===== config.mk =====
export PLATFORM = sky130hd
export DESIGN_NAME = slew_limit_gate_and_drive_scale
export DESIGN_NICKNAME = d
export VERILOG_FILES = /design/src/sv/slg_pkg.sv /design/src/sv/slg_ctrl.sv /design/src/sv/slg_dp.sv /design/src/sv/slew_limit_gate_and_drive_scale.sv
export SDC_FILE = /design/constraint.sdc
export NUM_CORES = 1
export LEC_CHECK = 0
export ABC_AREA = 1
export ABC_CLOCK_PERIOD_IN_PS = 4100
export BUFFER_PORTS_ARGS = -buffer_cell sky130_fd_sc_hd__buf_2
export CORE_ASPECT_RATIO = 0.75
export CORE_MARGIN = 4
export CORE_UTILIZATION = 40
export CTS_CLUSTER_SIZE = 25
export DETAILED_ROUTE_END_ITERATION = 7
export PLACE_DENSITY = 0.55
export SLEW_MARGIN = 20
export SYNTH_ARGS = -nofsm -noshare
export SYNTH_HDL_FRONTEND = slang
export SYNTH_SLANG_ARGS = --single-unit

===== constraint.sdc =====
create_clock -name clk -period 4.1 [get_ports clk]
set_input_delay 0 -clock clk [delete_from_list [all_inputs] [get_ports clk]]
set_output_delay 0 -clock clk [all_outputs]
set_load 0.005 [all_outputs]

===== src/sv/slg_pkg.sv =====
// Shared types and constants for the slew limiter, steering gate and drive scale block.
// Used by the controller, the datapath, the top level and the checker. No dependencies.
package slg_pkg;

  // Configuration port geometry.
  localparam int CFG_IDX_W  = 3;
  localparam int CFG_DATA_W = 16;

  // Register indexes on the configuration port.
  localparam logic [CFG_IDX_W-1:0] REG_LAT_STEP    = 3'd0;
  localparam logic [CFG_IDX_W-1:0] REG_TURN_STEP   = 3'd1;
  localparam logic [CFG_IDX_W-1:0] REG_START_LEVEL = 3'd2;
  localparam logic [CFG_IDX_W-1:0] REG_RUN_LEVEL   = 3'd3;
  localparam logic [CFG_IDX_W-1:0] REG_FULL_SCALE  = 3'd4;
  localparam logic [CFG_IDX_W-1:0] REG_SCALE_EN    = 3'd5;

  // Drive scale of one in Q1.15 and the reset value of the full scale error.
  localparam logic [15:0] SCALE_ONE      = 16'h8000;
  localparam logic [14:0] FULL_SCALE_RST = 15'd128;

  // The quotient of the scale division is below 2^15, one bit per step.
  localparam int DIV_STEPS = 15;
  localparam int DIV_CNT_W = $clog2(DIV_STEPS);

  // Controller states.
  typedef enum logic [1:0] {
    ST_IDLE,
    ST_DIV,
    ST_PUSH
  } state_t;

  // Commands from the controller to the datapath.
  typedef struct packed {
    logic load;  // capture the item, update the kept values, seed the divider
    logic step;  // one restoring division step
    logic push;  // move the finished result into the output register
  } dp_cmd_t;

endpackage


===== src/sv/slg_ctrl.sv =====
// Controller for the slew limiter block: sequences load, division steps and result push.
// Depends on slg_pkg for the state type, the command struct and the step count.
module slg_ctrl (
  input  logic              clk,
  input  logic              rst_n,
  input  logic              in_valid,
  output logic              in_ready,
  input  logic              out_ready,
  output logic              out_valid,
  output slg_pkg::dp_cmd_t  cmd
);

  slg_pkg::state_t                state_r, state_nxt;
  logic [slg_pkg::DIV_CNT_W-1:0]  cnt_r, cnt_nxt;
  logic                           out_valid_r, out_valid_nxt;

  // State, step counter and output valid registers.
  always_ff @(posedge clk) begin
    if (!rst_n) begin
      state_r     <= slg_pkg::ST_IDLE;
      cnt_r       <= '0;
      out_valid_r <= 1'b0;
    end else begin
      state_r     <= state_nxt;
      cnt_r       <= cnt_nxt;
      out_valid_r <= out_valid_nxt;
    end
  end

  // Next state and commands.
  always_comb begin
    state_nxt = state_r;
    cnt_nxt   = cnt_r;
    in_ready  = 1'b0;
    cmd       = '0;
    unique case (state_r)
      slg_pkg::ST_IDLE: begin
        in_ready = 1'b1;
        if (in_valid) begin
          cmd.load  = 1'b1;
          cnt_nxt   = '0;
          state_nxt = slg_pkg::ST_DIV;
        end
      end
      slg_pkg::ST_DIV: begin
        cmd.step = 1'b1;
        cnt_nxt  = cnt_r + 1'b1;
        if (cnt_r == slg_pkg::DIV_CNT_W'(slg_pkg::DIV_STEPS - 1)) begin
          state_nxt = slg_pkg::ST_PUSH;
        end
      end
      slg_pkg::ST_PUSH: begin
        // The result waits here until the output register is free.
        if (!out_valid_r || out_ready) begin
          cmd.push  = 1'b1;
          state_nxt = slg_pkg::ST_IDLE;
        end
      end
      default: state_nxt = slg_pkg::ST_IDLE;
    endcase
  end

  // The output register holds its item until the receiver takes it.
  assign out_valid_nxt = cmd.push | (out_valid_r & ~out_ready);
  assign out_valid     = out_valid_r;

endmodule


===== src/sv/slg_dp.sv =====
// Datapath for the slew limiter block: configuration registers, kept values, gate,
// serial scale divider and output register. Depends on slg_pkg for codes and commands.
module slg_dp (
  input  logic                           clk,
  input  logic                           rst_n,
  input  logic                           cfg_we,
  input  logic [slg_pkg::CFG_IDX_W-1:0]  cfg_index,
  input  logic [slg_pkg::CFG_DATA_W-1:0] cfg_wdata,
  input  slg_pkg::dp_cmd_t               cmd,
  input  logic signed [15:0]             in_lateral_cmd,
  input  logic signed [15:0]             in_turn_cmd,
  input  logic signed [15:0]             in_steer_error,
  input  logic                           in_startup_phase,
  input  logic                           in_restart,
  output logic signed [15:0]             out_lateral_out,
  output logic signed [15:0]             out_turn_out,
  output logic                           out_blocked,
  output logic [15:0]                    out_drive_scale
);

  // Configuration registers.
  logic [14:0]        lat_step_r, turn_step_r, full_scale_r;
  logic signed [15:0] start_level_r, run_level_r;
  logic               scale_en_r;

  // Kept values and per-item working registers.
  logic signed [15:0] last_lat_r, last_turn_r;
  logic signed [15:0] lat_res_r, turn_res_r;
  logic               blk_r, one_r, zero_r;
  logic [14:0]        rem_r, quo_r, div_m_r;

  // Output register.
  logic signed [15:0] lat_out_r, turn_out_r;
  logic               blk_out_r;
  logic [15:0]        scale_out_r;

  // Slew limit one command against its kept value; the difference never wraps at 17 bits.
  function automatic logic signed [15:0] slew(input logic signed [15:0] kept,
                                              input logic signed [15:0] target,
                                              input logic [14:0]        lim);
    logic signed [16:0] diff;
    logic signed [16:0] lim_s;
    diff  = 17'(target) - 17'(kept);
    lim_s = $signed({2'b00, lim});
    if (diff <= lim_s && diff >= -lim_s) begin
      slew = target;
    end else if (diff > 17'sd0) begin
      slew = kept + $signed({1'b0, lim});
    end else begin
      slew = kept - $signed({1'b0, lim});
    end
  endfunction

  logic signed [15:0] lat_base, turn_base, lat_new, turn_new;
  logic signed [15:0] level;
  logic [14:0]        m_eff;
  logic               err_pos, err_big;
  logic [15:0]        rem_sh;
  logic               rem_ge;

  // Restart clears the kept values ahead of this item's step.
  always_comb begin
    lat_base  = in_restart ? 16'sd0 : last_lat_r;
    turn_base = in_restart ? 16'sd0 : last_turn_r;
    lat_new   = slew(lat_base, in_lateral_cmd, lat_step_r);
    turn_new  = slew(turn_base, in_turn_cmd, turn_step_r);
    level     = in_startup_phase ? start_level_r : run_level_r;
    m_eff     = (full_scale_r == 15'd0) ? 15'd1 : full_scale_r;
    err_pos   = in_steer_error > 16'sd0;
    err_big   = 17'(in_steer_error) >= $signed({2'b00, m_eff});
  end

  // One restoring step: the remainder stays below the divisor as long as the seed does.
  assign rem_sh = {rem_r, 1'b0};
  assign rem_ge = rem_sh >= {1'b0, div_m_r};

  // Configuration writes; indexes past the list are ignored.
  always_ff @(posedge clk) begin
    if (!rst_n) begin
      lat_step_r    <= '0;
      turn_step_r   <= '0;
      start_level_r <= '0;
      run_level_r   <= '0;
      full_scale_r  <= slg_pkg::FULL_SCALE_RST;
      scale_en_r    <= 1'b0;
    end else if (cfg_we) begin
      unique case (cfg_index)
        slg_pkg::REG_LAT_STEP:    lat_step_r    <= cfg_wdata[14:0];
        slg_pkg::REG_TURN_STEP:   turn_step_r   <= cfg_wdata[14:0];
        slg_pkg::REG_START_LEVEL: start_level_r <= $signed(cfg_wdata);
        slg_pkg::REG_RUN_LEVEL:   run_level_r   <= $signed(cfg_wdata);
        slg_pkg::REG_FULL_SCALE:  full_scale_r  <= cfg_wdata[14:0];
        slg_pkg::REG_SCALE_EN:    scale_en_r    <= cfg_wdata[0];
        default: ;
      endcase
    end
  end

  // Kept values update as the item is taken.
  always_ff @(posedge clk) begin
    if (!rst_n) begin
      last_lat_r  <= '0;
      last_turn_r <= '0;
    end else if (cmd.load) begin
      last_lat_r  <= lat_new;
      last_turn_r <= turn_new;
    end
  end

  // Working registers: gate result, scale selection flags and the serial divider.
  always_ff @(posedge clk) begin
    if (cmd.load) begin
      lat_res_r  <= lat_new;
      turn_res_r <= turn_new;
      blk_r      <= in_steer_error > level;
      one_r      <= !scale_en_r || !err_pos;
      zero_r     <= err_big;
      div_m_r    <= m_eff;
      // Seed with full scale minus error; only meaningful when 0 < error < full scale.
      rem_r      <= m_eff - in_steer_error[14:0];
      quo_r      <= '0;
    end else if (cmd.step) begin
      rem_r <= rem_ge ? 15'(rem_sh - {1'b0, div_m_r}) : rem_sh[14:0];
      quo_r <= {quo_r[13:0], rem_ge};
    end
  end

  // Output register, loaded when the result is pushed.
  always_ff @(posedge clk) begin
    if (cmd.push) begin
      lat_out_r  <= lat_res_r;
      turn_out_r <= turn_res_r;
      blk_out_r  <= blk_r;
      if (blk_r || (!one_r && zero_r)) begin
        scale_out_r <= 16'd0;
      end else if (one_r) begin
        scale_out_r <= slg_pkg::SCALE_ONE;
      end else begin
        scale_out_r <= {1'b0, quo_r};
      end
    end
  end

  assign out_lateral_out = lat_out_r;
  assign out_turn_out    = turn_out_r;
  assign out_blocked     = blk_out_r;
  assign out_drive_scale = scale_out_r;

endmodule


===== src/sv/slew_limit_gate_and_drive_scale.sv =====
// Top level of the slew limiter, steering gate and drive scale block.
// Instantiates slg_ctrl and slg_dp; depends on slg_pkg.
//
// Usage:
//   The input channel (in_valid/in_ready) takes one item: lateral and turn commands,
//   steering error, startup phase flag and restart flag. The output channel
//   (out_valid/out_ready) returns one result per item: both slew limited values,
//   the gate flag and the Q1.15 drive scale.
//   The cfg_ port writes one register per cycle with cfg_we; write only while idle.
//   One item is worked on at a time: the next item is accepted only after the result
//   of the last one has entered the output register. The drive scale comes from a
//   bit-serial restoring divider, which makes one quotient bit per cycle.
//   The output register parts the two sides: a new item is taken while a result waits;
//   if the receiver stalls, the finished item waits in the controller until the output
//   register frees up, and in_ready stays low meanwhile.
//   Reset (rst_n low, synchronous) clears the kept values and the configuration to
//   their reset values and empties the output register.
module slew_limit_gate_and_drive_scale (
  input  logic                           clk,
  input  logic                           rst_n,
  input  logic                           cfg_we,
  input  logic [slg_pkg::CFG_IDX_W-1:0]  cfg_index,
  input  logic [slg_pkg::CFG_DATA_W-1:0] cfg_wdata,
  input  logic                           in_valid,
  output logic                           in_ready,
  input  logic signed [15:0]             in_lateral_cmd,
  input  logic signed [15:0]             in_turn_cmd,
  input  logic signed [15:0]             in_steer_error,
  input  logic                           in_startup_phase,
  input  logic                           in_restart,
  output logic                           out_valid,
  input  logic                           out_ready,
  output logic signed [15:0]             out_lateral_out,
  output logic signed [15:0]             out_turn_out,
  output logic                           out_blocked,
  output logic [15:0]                    out_drive_scale
);

  slg_pkg::dp_cmd_t cmd;

  // Sequencer.
  slg_ctrl u_ctrl (
    .clk       (clk),
    .rst_n     (rst_n),
    .in_valid  (in_valid),
    .in_ready  (in_ready),
    .out_ready (out_ready),
    .out_valid (out_valid),
    .cmd       (cmd)
  );

  // Arithmetic and storage.
  slg_dp u_dp (
    .clk              (clk),
    .rst_n            (rst_n),
    .cfg_we           (cfg_we),
    .cfg_index        (cfg_index),
    .cfg_wdata        (cfg_wdata),
    .cmd              (cmd),
    .in_lateral_cmd   (in_lateral_cmd),
    .in_turn_cmd      (in_turn_cmd),
    .in_steer_error   (in_steer_error),
    .in_startup_phase (in_startup_phase),
    .in_restart       (in_restart),
    .out_lateral_out  (out_lateral_out),
    .out_turn_out     (out_turn_out),
    .out_blocked      (out_blocked),
    .out_drive_scale  (out_drive_scale)
  );

endmodule


==> results.md, run 1 <==
* Core Rows at 65
* CTS tree: yes
* Worst EP arrival at 4.58 ns
* Nets at 3019
* Main synth FF type: dfxtp_1
* Worst skew pair latency at 0.56 ns
* Sequential fraction of the synthesis area at 34.8%
* Worst r2r src: u_dp.last_turn_r[0]
* WP data required at 4.60 ns
* Core area at 42500 um2
* DR WL/cell at 16.2 um
* Status: complete, no violations
* Xor/xnor share of the synthesized area at 3.80%
* Worst flop-to-flop path endpoint: u_dp.last_turn_r[8]
* Initial Utilization at 41.0%
* Leakage at 10.9 nW
* Fmax at 245 MHz
* Largest family of logic cells by synthesized area: simple AND/OR/NAND/NOR gates
* HPWL Detailed at 40600 um
* Mux share of post-synthesis cell area at 0.861%
* Layout fillers at 4021
* Post-Syn Area at 17400 um2
* Maximum vdd drop at 0.000348 V
* Synth unique cells at 50
* Final setup vio count at 0
* Die area at 47100 um2
* Crit path kind: flop to flop
* Synth Net Count at 2621
* Port Buf Inserts at 124
* # DRC at 0
* RSZ-0062 raised after global routing: yes
* Final GP Congestion at 0.909
* Clock Tree Root: clkbuf_16
* Worst Hold Class: primary input to flop
* Crit path launch: u_dp.last_turn_r[0]
* Worst setup SP type: flop
* Clock transition at path regs at 0.06 ns
* FF-to-FF setup slack at 0.02 ns
* FFs w/ async S/R, synth at 0%
* DR vias at 16693
* Mean Syn Cell Area at 7.44 um2
* Synth Instances at 2345
* Worst Setup EP: u_dp.last_turn_r[8]
* Slew @ Worst Pin at 0.964 ns
* Reg2reg path depth at 27
* Final slew viol count at 0
* Share of cells above drive strength 1 at 26.6%
* WHS at 0.0592 ns
* EDFF count, synth at 114
* Area delta synth->final at 33.7%
* Final WL at 53800 um
* Period Utilization, post-route at 99.5%
* Worst-path fanout max at 9
* Final hold vios at 0
* Dpl cell area at 20200 um2
* Slew HR at 35.7%
* Grt ovf at 0
* Die Wd at 249 um
* Commonest cells post-synth: nand2_1, inv_1, nor2_1
* All-Layer GR Usage at 21.7%
* Drt initial violations at 1127
* Synthesized-area fraction occupied by adder cells at 14.7%
* Vias in the first global route at 15955
* Share of the synthesized area in the top cell type at 19.6%
* CTS sink cnt at 246
* CTS Buf Count at 27
* PD cells at 543 nW/um2
* H-tree Lvls at 1
* Pre-Repair DR Iteration Count at 5
* Avg Vias per Cell at 5.01
* Simple-gate area share of the yosys netlist at 21.2%
* Crit. End Element: flop
* TNS Setup at 0 ns
* Diode count at 0
* Count leader, synth: nand2_1
* WHS Path Cells at 4
* Post-synthesis cell type with the largest combined area: edfxtp_1
* Largest net degree at the start of global routing at 80
* Post-route antenna net violation count at 0
* Final setup skew at 0.0119 ns
* IO Count at 125
* Max-cap viol count at 0
* Yosys reg bits at 246
* Clock Tree Buf Depth at 3
* Die Span Y at 189 um
* Synth Area in Compound Gates at 14.5%
* Period minus WS final at 4.08 ns
* Initial antenna violation count at 0
* Final instance area at 23300 um2
* First-pass GRT wire length at 83900 um
* Most area-consuming cells after synthesis: edfxtp_1, dfxtp_1, ha_1
* YS warnings at 0
[critical path, stage by stage (launching register included)]
cell and delay, ns:
dfxtp_2 0.31, inv_2 0.06, nor2_4 0.04, ha_4 0.17, fa_2 0.42, buf_6 0.15
xnor2_4 0.13, nor2_2 0.12, nand2_1 0.08, nor3_2 0.26, nand3_2 0.16, nand2_4 0.14
inv_8 0.07, buf_8 0.13, nand2_1 0.05, o21ai_1 0.07, ha_1 0.37, nand2_2 0.10
o21ai_2 0.15, a21oi_2 0.07, buf_4 0.14, buf_4 0.12, buf_4 0.13, xnor2_2 0.21
nand2_1 0.12, nand2_2 0.10, o21ai_2 0.05, inv_1 0.07
[cell usage in the layout, fill, tap and decap left out, types with 13 or more instances in the layout]
master,Yosys,routed
nand2_1,455,399
inv_1,389,373
buf_4,2,242
a21oi_1,209,181
nor2_1,216,174
ha_1,196,157
o21ai_0,177,141
dfxtp_1,132,128
buf_2,4,124
edfxtp_1,114,114
nand2_2,43,91
nand3_1,72,58
dlygate4sd3_1,0,55
xor2_1,50,49
ha_4,0,38
o21ai_1,29,37
clkbuf_16,0,29
a21oi_2,0,28
o21ai_2,1,28
nand4_1,27,27
nor2_2,0,23
inv_2,5,19
nor2_4,0,19
xnor2_1,22,17
nand2_4,6,15
nor3_1,22,15
mux2i_1,15,15
o22ai_1,15,15
nand3_2,1,13
[cells by family (layout without fill, tap and decap cells)]
kind of cell | count (synthesis) | after routing
muxes | 15 | 15
xor gates and xnor gates | 74 | 74
and+or+nand+nor | 870 | 872
AOI/OAI and AO/OA | 473 | 473
buffers and inverters | 465 | 881
adders and majority gates | 202 | 202
DFF | 246 | 246
[layout make-up]
type                       instances  area (um2)  area share, %
multi-input combinational       1636       11000           47.1
sequential                       246        6070           26.0
timing repair buffer             431        3140           13.4
inverter                         399        1530           6.54
clock buffer                      40         776           3.33
tap                              569         712           3.05
clock inverter                     9         101          0.435
timing repair inverter             2        13.8         0.0590
[where the power goes]
part           switching (mW)  leakage (nW)  internal, mW
clock                    1.01         0.421          1.43
sequential              0.134          2.16          3.14
combinational            3.98          8.35          2.97
[timing repair]
action	in CTS	in global routing
pin swaps	15	118
buffers inserted	7	26
resized for setup	94	253
hold endpoints to repair	144	0
hold buffers	55	0
gates cloned	0	5
setup endpoints to repair	35	64
[registers in the layout (all words and copies together) (netlist names), 2 cells and up]
signal	count
u_dp.div_m_r	15
u_dp.last_lat_r	16
u_dp.rem_r	15
u_ctrl.state_r	2
u_dp.out_turn_out	16
u_dp.out_drive_scale	16
u_dp.start_level_r	16
u_dp.turn_step_r	15
u_dp.lat_res_r	16
u_dp.full_scale_r	15
u_dp.run_level_r	16
u_ctrl.cnt_r	4
u_dp.turn_res_r	16
u_dp.lat_step_r	15
u_dp.quo_r	15
u_dp.out_lateral_out	16
u_dp.last_turn_r	16
[routing by layer]
layer | track usage (%) | part of all wire [%]
met1 | 33.4 | 51
met2 | 32.1 | 41
met3 | 2.83 | 5.3
met4 | 5.13 | 2.5
met5 | 0 | 0
[how the worst min path moves through the flow]
| stage | from | to | slack, ns |
|---|---|---|---|
| finish | in_turn_cmd[1] | u_dp.turn_res_r[1] | 0.06 |
| global route | in_turn_cmd[1] | u_dp.turn_res_r[1] | 0.1 |
| CTS | in_turn_cmd[1] | u_dp.turn_res_r[1] | 0.03 |
| detailed placement | cfg_wdata[15] | u_dp.start_level_r[15] | 0.26 |
| global placement | cfg_wdata[15] | u_dp.start_level_r[15] | 0.25 |
| floorplan | cfg_wdata[7] | u_dp.full_scale_r[7] | 0.13 |
[per-stage QoR]
stage,worst slack (ns),power [mW],util [%],std cells
final,0.0200,12.7,54.8,3332
after global routing,-0.273,13.6,54.8,3332
after CTS,-0.00185,11.8,51.9,3303
after detailed placement,-0.646,9.04,47.5,3192
after global placement,-0.704,8.95,47.5,3192
after floorplan,0.0393,6.87,-,2345
(Power assumes the default switching activity.)
==> run 2, diff against run 1 <==
--- a/config.mk
+++ b/config.mk
@@ -8,12 +8,14 @@
 export ABC_AREA = 1
 export ABC_CLOCK_PERIOD_IN_PS = 4100
 export BUFFER_PORTS_ARGS = -buffer_cell sky130_fd_sc_hd__buf_2
+export CELL_PAD_IN_SITES_DETAIL_PLACEMENT = 1
+export CELL_PAD_IN_SITES_GLOBAL_PLACEMENT = 1
 export CORE_ASPECT_RATIO = 0.75
 export CORE_MARGIN = 4
 export CORE_UTILIZATION = 40
 export CTS_CLUSTER_SIZE = 25
 export DETAILED_ROUTE_END_ITERATION = 7
-export PLACE_DENSITY = 0.55
+export PLACE_DENSITY = 0.72
 export SLEW_MARGIN = 20
 export SYNTH_ARGS = -nofsm -noshare
 export SYNTH_HDL_FRONTEND = slang
==> run 2 against run 1 <==
The run now ends with setup timing left. Hold slack improved by 0.0052 ns. Power increased by 10%. Utilization increased by 2.4 points. Design area increased by 4.4%. Critical path depth increased by 6. First-iteration DRC count decreased by 1.8%. Sequential cell count unchanged. Critical path type unchanged. Sequential power about the same. Highest routed layer unchanged.
==> results.md, run 2 (synthesis gave the netlist of run 1 again) <==
* Status: finished with violations
* Failing checks: setup timing
* Most common cell after layout, fill and taps aside: nand2_1
* Min-delay src: in_steer_error[7]
* Nets at 3069
* Worst Hold Class: primary input to flop
* FF-to-FF setup slack at -0.42 ns
* Final slew viol count at 0
* CP dominant cell by count: nand2_1
* # DRC at 0
* All-Layer GR Usage at 25.8%
* M3 GR Usage at 3.95%
* Initial Utilization at 41.0%
* IO Count at 125
* Commonest non-fill, non-tap cells in the layout: nand2_1, inv_1, buf_4, a21oi_1, nor2_1
* Clock Tree Root: clkbuf_16
* Vias in the first global route at 18450
* Final setup skew at 0.0129 ns
* Drt initial violations at 1107
* Worst r2r src: u_dp.last_turn_r[2]
* Period minus WS final at 4.52 ns
* Cells after DPL at 3203
* Initial antenna violation count at 2
* Final WS setup at -0.417 ns
* Slew @ Worst Pin at 1.06 ns
* Share of cells above drive strength 1 at 32.0%
* Power Total at 14.0 mW
* Final WL at 71100 um
* WHS at 0.0643 ns
* Die area at 47100 um2
* H-tree Lvls at 1
* Worst path max stage delay at 0.32 ns
* Post-route antenna net violation count at 0
* Worst setup SP type: flop
* Largest net degree at the start of global routing at 80
* M1 GR Usage at 36.1%
* Worst skew pair latency at 0.56 ns
* Leakage at 11.3 nW
* Final Non-Filler Cells at 3384
* Area delta synth->final at 39.5%
* Clock Tree Buf Depth at 3
* Grt ovf at 0
* Core Rows at 65
* Period Utilization, post-route at 110%
* Die Wd at 249 um
* Max-cap viol count at 0
* CTS tree: yes
* Fmax at 221 MHz
* CTS sink cnt at 246
* Slew HR at 29.4%
* Worst EP arrival at 4.97 ns
* HPWL Detailed at 46800 um
* Die Span Y at 189 um
* Met2 usage at 42.5%
* Maximum vdd drop at 0.000313 V
* DR WL/cell at 21.0 um
* WP data required at 4.55 ns
* Clock transition at path regs at 0.06 ns
* Final hold vios at 0
* Worst-path fanout max at 6
* Final setup vio count at 39
* First-pass GRT wire length at 99000 um
* Crit path launch: u_dp.last_turn_r[2]
* PD cells at 573 nW/um2
* Port Buf Inserts at 124
* GR peak layer: met2
* Crit path kind: flop to flop
* Critical path's slowest cell: dfxtp_2
* Core area at 42500 um2
* RSZ-0062 raised after global routing: yes
* Crit. End Element: flop
* Pre-Repair DR Iteration Count at 5
* Final GP Congestion at 0.922
* CTS Buf Count at 27
* Layout fillers at 5105
* Avg Vias per Cell at 5.40
* DR vias at 18270
## run 2: cell types whose count changed in the layout (fill, tap and decap cells not counted), moves of 10 or more
cell,previous run,this run
ha_1,157,144
nand2_1,399,365
nand3_1,58,48
nor2_2,23,34
inv_1,373,356
inv_2,19,36
ha_4,38,49
nand2_2,91,116
nor2_1,174,163
o21ai_1,37,27
buf_4,242,279
buf_6,6,18
## run 2: worst max-delay path: cells and delay by family (launching register included)
kind | cells | cell delay (ns)
adders and majority gates | 2 | 0.55
DFF | 1 | 0.32
and+or+nand+nor | 19 | 2.05
buffers and inverters | 6 | 0.52
AOI/OAI and AO/OA | 6 | 0.98
## run 2: through the flow
step	utilization, %	worst slack, ns	setup TNS (ns)	area (um2)
floorplan	-	0.0393	0	17400
global placement	47.7	-0.795	-11.00	20300
detailed placement	47.7	-0.963	-16.81	20300
CTS	53.5	0.00148	0	22700
global route	57.2	-0.517	-14.35	24300
finish	57.2	-0.417	-4.71	24300
## run 2: final cells by class
class                      instances  area [um2]  share of cell area (%)
timing repair buffer             482        3580                    14.7
clock buffer                      40         754                    3.10
multi-input combinational       1635       11600                    47.5
clock inverter                     9         104                   0.427
sequential                       246        6070                    25.0
tap                              569         712                    2.92
antenna                            2        5.00                  0.0206
inverter                         399        1520                    6.25
timing repair inverter             2        13.8                  0.0565
## run 2: path summary, 6_finish.rpt
path | end | cells after the start
worst max-delay path | u_dp.last_turn_r[13] | 33
worst min-delay path | u_dp.one_r | 4
worst max register to register | u_dp.last_turn_r[13] | 33
worst min register to register | u_dp.out_lateral_out[0] | 0
## run 2: metal layers
| layer | part of all wire, % | up-vias |
|---|---|---|
| met4 | 4.4 | 0 |
| met2 | 46 | 619 |
| li1 | - | 8553 |
| met3 | 5.9 | 233 |
| met1 | 44 | 8865 |
| met5 | 0 | - |
## run 2: power by group
| part | internal, mW | switching [mW] |
|---|---|---|
| Clock | 1.40 | 1.06 |
| Sequential | 3.14 | 0.156 |
| Combinational | 3.41 | 4.79 |
## run 2: repair_timing
| action | 4_1_cts | 5_1_grt |
|---|---|---|
| pin swaps | 44 | 159 |
| gates resized for setup | 198 | 308 |
| setup buffers | 29 | 54 |
| gates cloned | 1 | 2 |
| hold endpoints to repair | 140 | 0 |
| setup endpoints to repair | 50 | 64 |
| hold buffers | 55 | 0 |
==> run 3, diff against run 2 <==
--- a/config.mk
+++ b/config.mk
@@ -5,7 +5,6 @@
 export SDC_FILE = /design/constraint.sdc
 export NUM_CORES = 1
 export LEC_CHECK = 0
-export ABC_AREA = 1
 export ABC_CLOCK_PERIOD_IN_PS = 4100
 export BUFFER_PORTS_ARGS = -buffer_cell sky130_fd_sc_hd__buf_2
 export CELL_PAD_IN_SITES_DETAIL_PLACEMENT = 1
@@ -15,8 +14,8 @@
 export CORE_UTILIZATION = 40
 export CTS_CLUSTER_SIZE = 25
 export DETAILED_ROUTE_END_ITERATION = 7
-export PLACE_DENSITY = 0.72
-export SLEW_MARGIN = 20
+export PLACE_DENSITY = 0.69
+export SLEW_MARGIN = 10
 export SYNTH_ARGS = -nofsm -noshare
 export SYNTH_HDL_FRONTEND = slang
 export SYNTH_SLANG_ARGS = --single-unit
==> run 3 against run 2 <==
The flow still finishes with violations (setup timing). Critical path type unchanged. Synthesized cell count decreased by 16%. Die area shrank 2.4%. Largest power group unchanged. Cell count down 11%. Clock skew increased by 0.015 ns. Non-clock buffer count up 34. Design area shrank 2.9%. First-iteration DRC count up 8.2%. Maximum frequency down 17%.
==> results.md, run 3 <==
* RSZ-0062 raised after global routing: yes
* CTS tree: yes
* Slew HR at 22.8%
* Initial antenna violation count at 1
* Delay-heaviest family, CP: compound AO/OA/AOI/OAI gates
* Clock network fraction of design power at 23.4%
* Sequential fraction of the synthesis area at 35.6%
* Maximum vdd drop at 0.000301 V
* Min-delay src: in_lateral_cmd[1]
* Worst skew pair latency at 0.57 ns
* Multi-input gate area at 11400 um2
* Share of the synthesized area in the top cell type at 20.1%
* Status: finished with violations
* Worst r2r src: u_dp.last_turn_r[1]
* Final core occ at 56.2%
* First-pass GRT wire length at 97600 um
* IO Count at 125
* P_int at 7.16 mW
* Yosys reg bits at 246
* WP data required at 4.55 ns
* TNS Setup at -60.00 ns
* WHS Path Cells at 4
* WHS at 0.0319 ns
* NetSw at 4.05 mW
* Hold EP: u_dp.lat_res_r[1]
* YS warnings at 0
* Cells after DPL at 2877
* Pre-Repair DR Iteration Count at 5
* Worst path max stage delay at 0.39 ns
* Crit path kind: flop to flop
* Commonest cells post-synth: nand2_1, ha_1, a21oi_1
* Period Utilization, post-route at 133%
* Critical path's slowest cell: dfxtp_2
* Max-cap viol count at 0
* All-Layer GR Usage at 26.6%
* Comb pwr share at 49.2%
* Core Rows at 65
* Slew @ Worst Pin at 1.15 ns
* FF+latch area at 6080 um2
* # DRC at 0
* Die Span Y at 187 um
* Core area at 42000 um2
* Fmax at 183 MHz
* Port Buf Inserts at 124
* Clock Tree Root: clkbuf_16
* Initial Utilization at 40.5%
* Reg2reg path depth at 27
* CTS Buf Count at 28
* Vias in the first global route at 17203
* Die area at 45900 um2
* Count leader, synth: nand2_1
* Post-synthesis cell type with the largest combined area: edfxtp_1
* Final setup vio count at 64
* FF-to-FF setup slack at -1.36 ns
* Mean Syn Cell Area at 8.66 um2
* Worst-path fanout max at 4
* Synth Net Count at 2241
* Crit. End Element: flop
* EDFF count, synth at 114
* Clock transition at path regs at 0.09 ns
* Failing checks: setup timing
* Area delta synth->final at 38.9%
* Sequential share of power at 27.4%
* Clock Tree Buf Depth at 3
* Die Wd at 246 um
* Drt initial violations at 1198
* Leakage at 10.0 nW
* Avg Vias per Cell at 5.49
* Share of cells above drive strength 1 at 30.8%
* DR vias at 16609
* Period minus WS final at 5.46 ns
* CTS sink cnt at 246
* Final GP Congestion at 0.913
* HPWL Detailed at 46100 um
* DR WL/cell at 21.8 um
* Largest net degree at the start of global routing at 69
* H-tree Lvls at 1
* Worst flop-to-flop path endpoint: u_dp.last_turn_r[9]
* Post-route antenna net violation count at 0
* Synth Instances at 1965
* Final setup skew at 0.0279 ns
* Post-Syn Area at 17000 um2
* Worst EP arrival at 5.91 ns
* Sw frac at 36.1%
* Main synth FF type: dfxtp_1
* Crit path launch: u_dp.last_turn_r[1]
* Grt ovf at 0
* Most area-consuming cells after synthesis: edfxtp_1, dfxtp_1, ha_1
* Final slew viol count at 0
* WP buf/inv at 5
* CP dominant cell by count: buf_4
* PD cells at 474 nW/um2
* Worst Hold Class: primary input to flop
* Final hold vios at 0
* Layout fillers at 4865
* Nets at 2713
* Final WL at 65900 um
* Final Non-Filler Cells at 3028
* Final WS setup at -1.36 ns
* Synth unique cells at 68
* Commonest non-fill, non-tap cells in the layout: buf_4, nand2_1, ha_1, a21oi_1, inv_1
* Worst setup SP type: flop
* Power Total at 11.2 mW
* FFs w/ async S/R, synth at 0%
* Most common cell after layout, fill and taps aside: buf_4
-- run 3: cell count changes in the layout (fill, tap and decap cells not counted), moves of 31 or more --
cell	previous run	this run
ha_1	144	175
nor2_1	163	113
nand2_2	116	7
nand2b_1	0	49
nand2_1	365	258
o21ai_0	139	82
ha_4	49	16
xnor2_1	17	65
inv_1	356	140
-- run 3: power groups by stage --
| stage | combinational (mW) | sequential (mW) | clock [mW] |
|---|---|---|---|
| 3_5_place_dp | 4.33 | 3.11 | 0 |
| 5_1_grt | 5.94 | 3.09 | 2.78 |
| 6_report | 5.52 | 3.07 | 2.62 |
| 3_3_place_gp | 4.15 | 3.10 | 0 |
| 2_1_floorplan | 2.70 | 3.06 | 0 |
| 4_1_cts | 5.04 | 3.06 | 2.67 |
-- run 3: kinds of logic after synthesis --
| logic type | synth area share (%) |
|---|---|
| mux | 3.26 |
| compound gates | 16.1 |
| xor+xnor | 5.66 |
| flops | 35.6 |
| simple gates | 19.2 |
| fa+ha+maj | 15.1 |
| buf+inv | 5.08 |
-- run 3: timing repair --
item                                   4_1_cts  5_1_grt
gates resized for setup                    148      102
pin swaps                                   72       59
gates cloned                                 3        0
setup endpoints to repair                   64       68
buffers inserted                            43       22
hold buffers                                53        0
endpoints found under the hold margin      141        0
-- run 3: final cells by class --
class                      count  share of cell area [%]
clock inverter                14                   0.593
multi-input combinational   1495                    48.4
tap                          569                    3.01
timing repair buffer         516                    16.4
clock buffer                  37                    3.45
antenna                        1                  0.0106
inverter                     150                    2.41
sequential                   246                    25.7
-- run 3: metal layers --
layer  part of all wire (%)  global-route usage (%)
met3                    6.0                    4.50
met4                    2.4                    5.02
met2                     45                    41.6
met5                      0                       0
met1                     46                    39.0
-- run 3: worst register-to-register path: cells and delay by family, from the launching register on --
family	cells	cell delay [ns]
compound gates	11	2.43
xor+xnor	2	0.30
fa+ha+maj	2	0.38
buf+inv	5	0.73
flops	1	0.39
mux	1	0.28
simple gates	6	0.84
-- run 3: worst max-delay path by stage --
stage | slack [ns] | to | cells after the start
finish | -1.36 | u_dp.last_turn_r[9] | 27
detailed placement | -1.77 | u_dp.last_lat_r[15] | 25
floorplan | -1.07 | u_dp.last_lat_r[15] | 24
CTS | -1.15 | u_dp.turn_res_r[15] | 25
global placement | -1.52 | u_dp.last_lat_r[15] | 25
global route | -1.54 | u_dp.last_turn_r[14] | 24
-- run 3: stage by stage --
stage | area, um2 | setup WS, ns
after global routing | 23600 | -1.54
after global placement | 20600 | -1.52
after floorplan | 17300 | -1.07
after detailed placement | 20600 | -1.77
final | 23600 | -1.36
after CTS | 23000 | -1.15
